**config.mk**
```make
export PLATFORM = sky130hd
export DESIGN_NAME = keyframe_channel_interpolator
export DESIGN_NICKNAME = d
export VERILOG_FILES = /design/src/kci_pkg.sv /design/src/keyframe_channel_interpolator.sv /design/src/kci_prep.sv /design/src/kci_div.sv /design/src/kci_fix.sv
export SDC_FILE = /design/constraint.sdc
export NUM_CORES = 2
export LEC_CHECK = 0
export BUFFER_PORTS_ARGS = -buffer_cell sky130_fd_sc_hd__buf_2
export CELL_PAD_IN_SITES_DETAIL_PLACEMENT = 0
export CELL_PAD_IN_SITES_GLOBAL_PLACEMENT = 1
export CORE_MARGIN = 4
export CORE_UTILIZATION = 40
export DETAILED_ROUTE_END_ITERATION = 10
export PLACE_DENSITY_LB_ADDON = 0.05
export SLEW_MARGIN = 30
export SYNTH_ARGS = -nofsm -noshare
export SYNTH_HDL_FRONTEND = slang
export SYNTH_SLANG_ARGS = --single-unit
```
**constraint.sdc**
```tcl
create_clock -name clk -period 7.8 [get_ports clk]
set_input_delay 1.17 -clock clk [delete_from_list [all_inputs] [get_ports clk]]
set_output_delay 1.17 -clock clk [all_outputs]
set_load 0.005 [all_outputs]
```
**src/kci_pkg.sv**
```systemverilog
// Shared types and constants of the keyframe channel interpolator.
package kci_pkg;

  localparam int VAL_W    = 16;
  localparam int TIME_W   = 16;
  localparam int PROD_W   = VAL_W + TIME_W;
  localparam int DIV_STEPS = VAL_W;
  localparam int LATENCY  = 3 + DIV_STEPS + 1;

  typedef enum logic {
    KIND_ROTATION    = 1'b0,
    KIND_TRANSLATION = 1'b1
  } kind_t;

  typedef struct packed {
    logic                    channel_kind;
    logic signed [VAL_W-1:0] old_value;
    logic signed [VAL_W-1:0] new_value;
    logic [TIME_W-1:0]       now_time;
    logic [TIME_W-1:0]       start_time;
    logic [TIME_W-1:0]       key_length;
  } item_t;

  typedef struct packed {
    logic signed [VAL_W-1:0] value;
    logic                    keyframe_done;
  } result_t;

  typedef struct packed {
    logic [VAL_W-1:0] base;
    logic [VAL_W-1:0] new_value;
    logic             neg;
    logic             done;
  } side_t;

endpackage

```
**src/keyframe_channel_interpolator.sv**
```systemverilog
// Top level of the keyframe channel interpolator.
//
//   channel   direction  handshake             payload
//   item      in         start / busy          kci_pkg::item_t
//   result    out        result_strobe         kci_pkg::result_t
//
// One item per cycle while busy is low; each item passes through, in order:
// three front stages (delta, magnitude, 16x16 product), sixteen divider
// stages of one quotient bit each, one output stage.
// busy is high through reset and for one cycle after it; reset empties the pipeline.
// The receiver takes every result in its strobe cycle, so nothing stalls.
module keyframe_channel_interpolator #(
  parameter int ANGLE_STEPS = 1024
) (
  input  logic              clk,
  input  logic              rst,
  input  logic              start,
  output logic              busy,
  input  kci_pkg::item_t    item,
  output logic              result_strobe,
  output kci_pkg::result_t  result
);
  import kci_pkg::*;

  logic              accept;
  logic              prep_valid;
  logic [PROD_W-1:0] product;
  logic [TIME_W-1:0] len;
  side_t             prep_side;
  logic              div_valid;
  logic [VAL_W-1:0]  quotient;
  side_t             div_side;

  always_ff @(posedge clk) begin
    busy <= rst;
  end

  assign accept = start && !busy;

  kci_prep #(
    .ANGLE_STEPS(ANGLE_STEPS)
  ) u_prep (
    .clk      (clk),
    .rst      (rst),
    .in_valid (accept),
    .item     (item),
    .out_valid(prep_valid),
    .product  (product),
    .len      (len),
    .side     (prep_side)
  );

  kci_div u_div (
    .clk      (clk),
    .rst      (rst),
    .in_valid (prep_valid),
    .product  (product),
    .len      (len),
    .side_in  (prep_side),
    .out_valid(div_valid),
    .quotient (quotient),
    .side_out (div_side)
  );

  kci_fix u_fix (
    .clk          (clk),
    .rst          (rst),
    .in_valid     (div_valid),
    .quotient     (quotient),
    .side         (div_side),
    .result_strobe(result_strobe),
    .result       (result)
  );

  a_latency_fwd: assert property (@(posedge clk) disable iff (rst)
    accept |-> ##LATENCY result_strobe)
    else $error("transfer produced no result");

  a_latency_bwd: assert property (@(posedge clk) disable iff (rst)
    result_strobe |-> $past(accept, LATENCY))
    else $error("result without matching transfer");

  a_done_value: assert property (@(posedge clk) disable iff (rst)
    result_strobe && result.keyframe_done |->
      result.value == $past(item.new_value, LATENCY))
    else $error("finished keyframe did not pass target value");

endmodule

```
**src/kci_prep.sv**
```systemverilog
// Front stages: elapsed time, delta (wrapped for rotation channels), magnitude and product.
module kci_prep #(
  parameter int ANGLE_STEPS = 1024
) (
  input  logic                              clk,
  input  logic                              rst,
  input  logic                              in_valid,
  input  kci_pkg::item_t                    item,
  output logic                              out_valid,
  output logic [kci_pkg::PROD_W-1:0]        product,
  output logic [kci_pkg::TIME_W-1:0]        len,
  output kci_pkg::side_t                    side
);
  import kci_pkg::*;

  localparam logic [VAL_W-1:0]        STEPS  = VAL_W'(ANGLE_STEPS);
  localparam logic signed [VAL_W:0]   HALF_P = (VAL_W+1)'(ANGLE_STEPS / 2);
  localparam logic signed [VAL_W:0]   HALF_N = -HALF_P;

  logic [TIME_W-1:0]       elapsed;
  logic [VAL_W-1:0]        diff;
  logic signed [VAL_W:0]   diff_x;
  logic [VAL_W-1:0]        base_next;
  logic signed [VAL_W:0]   delta_next;
  logic [VAL_W-1:0]        shifted;

  logic                    a_valid;
  logic signed [VAL_W:0]   a_delta;
  logic [VAL_W-1:0]        a_base;
  logic [VAL_W-1:0]        a_new;
  logic [TIME_W-1:0]       a_elapsed;
  logic [TIME_W-1:0]       a_len;
  logic                    a_done;

  logic                    b_valid;
  logic [VAL_W-1:0]        b_mag;
  logic [TIME_W-1:0]       b_elapsed;
  logic [TIME_W-1:0]       b_len;
  side_t                   b_side;

  logic [VAL_W:0]          neg_delta;

  always_comb begin
    elapsed    = item.now_time - item.start_time;
    diff       = item.new_value - item.old_value;
    diff_x     = {diff[VAL_W-1], diff};
    shifted    = item.old_value + STEPS;
    base_next  = item.old_value;
    delta_next = diff_x;
    if (kind_t'(item.channel_kind) == KIND_TRANSLATION) begin
      delta_next = {item.new_value[VAL_W-1], item.new_value}
                 - {item.old_value[VAL_W-1], item.old_value};
    end else if (diff_x > HALF_P) begin
      base_next  = shifted;
      delta_next = {diff[VAL_W-1] ^ 1'b0, diff} - {1'b0, STEPS};
      delta_next = {delta_next[VAL_W-1], delta_next[VAL_W-1:0]};
    end else if (diff_x < HALF_N) begin
      delta_next = {1'b0, diff + STEPS};
      delta_next = {delta_next[VAL_W-1], delta_next[VAL_W-1:0]};
    end
  end

  assign neg_delta = -a_delta;

  always_ff @(posedge clk) begin
    if (rst) begin
      a_valid   <= 1'b0;
      b_valid   <= 1'b0;
      out_valid <= 1'b0;
    end else begin
      a_valid   <= in_valid;
      b_valid   <= a_valid;
      out_valid <= b_valid;
    end
    a_delta   <= delta_next;
    a_base    <= base_next;
    a_new     <= item.new_value;
    a_elapsed <= elapsed;
    a_len     <= item.key_length;
    a_done    <= (elapsed >= item.key_length);

    b_mag            <= a_delta[VAL_W] ? neg_delta[VAL_W-1:0] : a_delta[VAL_W-1:0];
    b_elapsed        <= a_elapsed;
    b_len            <= a_len;
    b_side.base      <= a_base;
    b_side.new_value <= a_new;
    b_side.neg       <= a_delta[VAL_W];
    b_side.done      <= a_done;

    product <= b_mag * b_elapsed;
    len     <= b_len;
    side    <= b_side;
  end

endmodule

```
**src/kci_div.sv**
```systemverilog
// Pipelined restoring divider, one quotient bit per stage.
module kci_div (
  input  logic                         clk,
  input  logic                         rst,
  input  logic                         in_valid,
  input  logic [kci_pkg::PROD_W-1:0]   product,
  input  logic [kci_pkg::TIME_W-1:0]   len,
  input  kci_pkg::side_t               side_in,
  output logic                         out_valid,
  output logic [kci_pkg::VAL_W-1:0]    quotient,
  output kci_pkg::side_t               side_out
);
  import kci_pkg::*;

  logic                 valid_q [DIV_STEPS];
  logic [TIME_W-1:0]    rem_q   [DIV_STEPS];
  logic [VAL_W-1:0]     low_q   [DIV_STEPS];
  logic [TIME_W-1:0]    len_q   [DIV_STEPS];
  side_t                side_q  [DIV_STEPS];

  for (genvar i = 0; i < DIV_STEPS; i++) begin : g_step
    logic              v_in;
    logic [TIME_W-1:0] r_in;
    logic [VAL_W-1:0]  l_in;
    logic [TIME_W-1:0] d_in;
    side_t             s_in;
    logic [TIME_W:0]   trial;
    logic [TIME_W:0]   diff;
    logic              ge;

    if (i == 0) begin : g_first
      assign v_in = in_valid;
      assign r_in = product[PROD_W-1:VAL_W];
      assign l_in = product[VAL_W-1:0];
      assign d_in = len;
      assign s_in = side_in;
    end else begin : g_next
      assign v_in = valid_q[i-1];
      assign r_in = rem_q[i-1];
      assign l_in = low_q[i-1];
      assign d_in = len_q[i-1];
      assign s_in = side_q[i-1];
    end

    always_comb begin
      trial = {r_in, l_in[VAL_W-1]};
      diff  = trial - {1'b0, d_in};
      ge    = (trial >= {1'b0, d_in});
    end

    always_ff @(posedge clk) begin
      if (rst) begin
        valid_q[i] <= 1'b0;
      end else begin
        valid_q[i] <= v_in;
      end
      rem_q[i]  <= ge ? diff[TIME_W-1:0] : trial[TIME_W-1:0];
      low_q[i]  <= {l_in[VAL_W-2:0], ge};
      len_q[i]  <= d_in;
      side_q[i] <= s_in;
    end
  end

  assign out_valid = valid_q[DIV_STEPS-1];
  assign quotient  = low_q[DIV_STEPS-1];
  assign side_out  = side_q[DIV_STEPS-1];

endmodule

```
**src/kci_fix.sv**
```systemverilog
// Output stage: apply sign, add base, select finished keyframes.
module kci_fix (
  input  logic                         clk,
  input  logic                         rst,
  input  logic                         in_valid,
  input  logic [kci_pkg::VAL_W-1:0]    quotient,
  input  kci_pkg::side_t               side,
  output logic                         result_strobe,
  output kci_pkg::result_t             result
);
  import kci_pkg::*;

  logic [VAL_W-1:0] step;
  logic [VAL_W-1:0] sum;

  always_comb begin
    step = side.neg ? -quotient : quotient;
    sum  = side.base + step;
  end

  always_ff @(posedge clk) begin
    if (rst) begin
      result_strobe <= 1'b0;
    end else begin
      result_strobe <= in_valid;
    end
    result.value         <= side.done ? side.new_value : sum;
    result.keyframe_done <= side.done;
  end

endmodule

```
==> reports/summary.txt <==
Crit Path Category - reg -> reg
Aggregate routed wire length - 116 mm
Critical-path top delay cell - dfxtp_1
Fin nets - 6097
Seq/Total Area, Yosys - 54.0%
CP required - 8.45 ns
Outcome - finished, final reports clean
PortBufs - 102
Mapped Area - 58000 um^2
WL per Instance - 15.6 um
Worst-Margin Slew - 0.817 ns
Die ar. - 151000 um^2
Die Wd - 389 um
Sink Count - 1564
Crit start category - flip-flop
Initial antenna violation count - 3
Synth Flop Type - dfxtp_1
Finished Core Util - 46.1%
Core area - 144000 um^2
First-pass GRT wire length - 190 mm
Number of synthesized register bits - 1564
Dpl ws - 0.963 ns
Relative slew slack - 45.1%
CTS Buffer Depth - 3
Syn_area_per_cell - 11.2 um^2
Hold Buf Count CTS - 0
Most frequent cells in the layout - dfxtp_1 (1564), inv_1 (637), ha_1 (427)
Layout cells sized above 1 - 10.2%
MaxCap Viol Count - 0
Worst Path Max Fanout - 16
Cells after Synth - 5171
Initial DRC count - 1350
Crit share post-route - 88.3%
Std cell rows - 139
Syn. warnings - 0
Via-per-instance ratio - 4.55
Initial core utilization - 40.3%
RSZ-0062 raised after global routing - no
Hold/Removal Path Class - reg -> reg
Io pins - 103
HPWL after DPL - 90.0 mm
Root Buffer - clkbuf_16
Critical path capture point type - flip-flop
Delay-heaviest family, CP - adder cells
Setup WS post-layout - 0.915 ns
Cell variety after synth - 76
RD Place Congestion - 0.782
Critical path buffers and inverters - 3
Crit-path max cell delay - 0.80 ns
First-pass iteration count of the detailed router - 5
Post-CTS Setup Bufs - 0
Vias in the first global route - 35200
Overall Global Routing Usage - 15.6%
Post-synth EDFFs - 0
Most used cell, CP - fa_1
Fmax - 145 MHz
Crit-path cells - nand2_1 > fa_1 > fa_1 > fa_1 > fa_1 > inv_1 > fa_1 > inv_1 > fa_1 > inv_1 > ha_1 > a21oi_1 > o211ai_1 > a22oi_1 > a21oi_1 > o32ai_1 > o21ai_0 > nor3_1 > o21bai_1 > xor2_1
Post-Syn Nets - 5894
Routed Antenna Nets - 0
Placed Cells - 7115
Vias - 33700
Largest net degree at the start of global routing - 32
Layout-stage area growth over the synthesis result - 14.4%
Clk pin slew, worst setup/hold paths - 0.06 ns
DR DRC count - 0
CTS tree - done
Setup TNS - 0 ns
Clock Skews - 0.0328 ns
Die H - 389 um
Minimum clock period - 6.89 ns
Clk_lat worst skew - 0.79 ns
Setup violators final - 0
Post_cts resized - 0
Ys async rst share - 0%
H-tree levels - 4
Commonest non-fill, non-tap cell in the layout - dfxtp_1
Max Slew Vio Count - 0
Final Hold Vio Count - 0
Total gr overflow - 0
CP arrival - 7.54 ns
Num CTS Buffers - 160
Non-filler instance count after layout - 7403
-- state kept, by name, summed over array words and instances (netlist names), 17 cells and up --
name and cells:
u_div.side_q 544, u_div.low_q 256, u_div.len_q 240, u_div.rem_q 240, u_prep.b_side 34, u_prep.side 34, u_prep.product 32, u_fix.result 17
u_prep.a_delta 17
-- metal layers --
layer / vias up / routed length [um] / global-route usage [%]
met2: 436 / 55200 / 26.7
met3: 147 / 4330 / 3.26
met5: - / 0 / 0
met1: 15600 / 54000 / 20.1
li1: 17500 / - / -
met4: 0 / 2280 / 4.04
-- path summary, 6_finish.rpt --
kind	startpoint	end	slack, ns	cells after the start
max	u_prep.b_elapsed[3]	u_prep.product[30]	0.91	20
min	u_div.low_q[3][35]	u_div.low_q[3][52]	0.31	0
max reg2reg	u_prep.b_elapsed[3]	u_prep.product[30]	0.91	20
min reg2reg	u_div.low_q[3][35]	u_div.low_q[3][52]	0.31	0
-- per-stage QoR --
step / hold slack [ns] / instance area (um^2)
finish: 0.306 / 66300
global route: 0.314 / 66300
CTS: 0.305 / 66300
detailed placement: 0.312 / 60700
global placement: 0.310 / 60700
floorplan: 0.310 / 58000
-- cell type report --
class                           instances  area, um^2
Clock buffer                          220        4600
Antenna cell                            1        2.50
Timing Repair Buffer                  119         638
Tap cell                             1903        2380
Sequential cell                      1564       31300
Inverter                              637        2390
Multi-Input combinational cell       2892       24000
Clock inverter                         67         961
Fill cell                           13400       77500
-- synthesized netlist by cell type (all sizes together), types with 19 or more instances --
library cell | instances | area share (%)
a211oi | 24 | 0.31
a21o | 83 | 1.1
a21oi | 241 | 2.1
and2 | 124 | 1.3
clkbuf | 75 | 0.49
dfxtp | 1564 | 54
fa | 212 | 7.3
ha | 427 | 9.2
inv | 637 | 4.1
mux2 | 154 | 3.0
mux2i | 24 | 0.41
nand2 | 290 | 1.9
nand2b | 36 | 0.39
nand3 | 41 | 0.35
nand4 | 59 | 0.64
nor2 | 238 | 1.5
nor2b | 64 | 0.69
nor3 | 63 | 0.54
o211ai | 25 | 0.32
o21a | 74 | 0.96
o21ai | 151 | 1.3
o21bai | 36 | 0.47
o31ai | 35 | 0.45
or3 | 26 | 0.28
or4 | 19 | 0.25
xnor2 | 194 | 2.9
xor2 | 67 | 1.0
-- cell families (layout without fill, tap and decap cells) --
group | count (synthesis) | in the layout | share of synthesized area (%)
adder cells (fa/ha/maj) | 639 | 639 | 16.5
flip-flops | 1564 | 1564 | 54.0
other | 0 | 1 | 0
AND/OR/NAND/NOR | 1008 | 1008 | 8.47
AO/OA/AOI/OAI | 806 | 806 | 8.99
multiplexers | 178 | 178 | 3.41
buffers and inverters | 715 | 1043 | 4.64
XOR/XNOR | 261 | 261 | 3.96
Power is not shown: default switching activity piles up to over one toggle a cycle in this logic, so the estimate is an artifact.
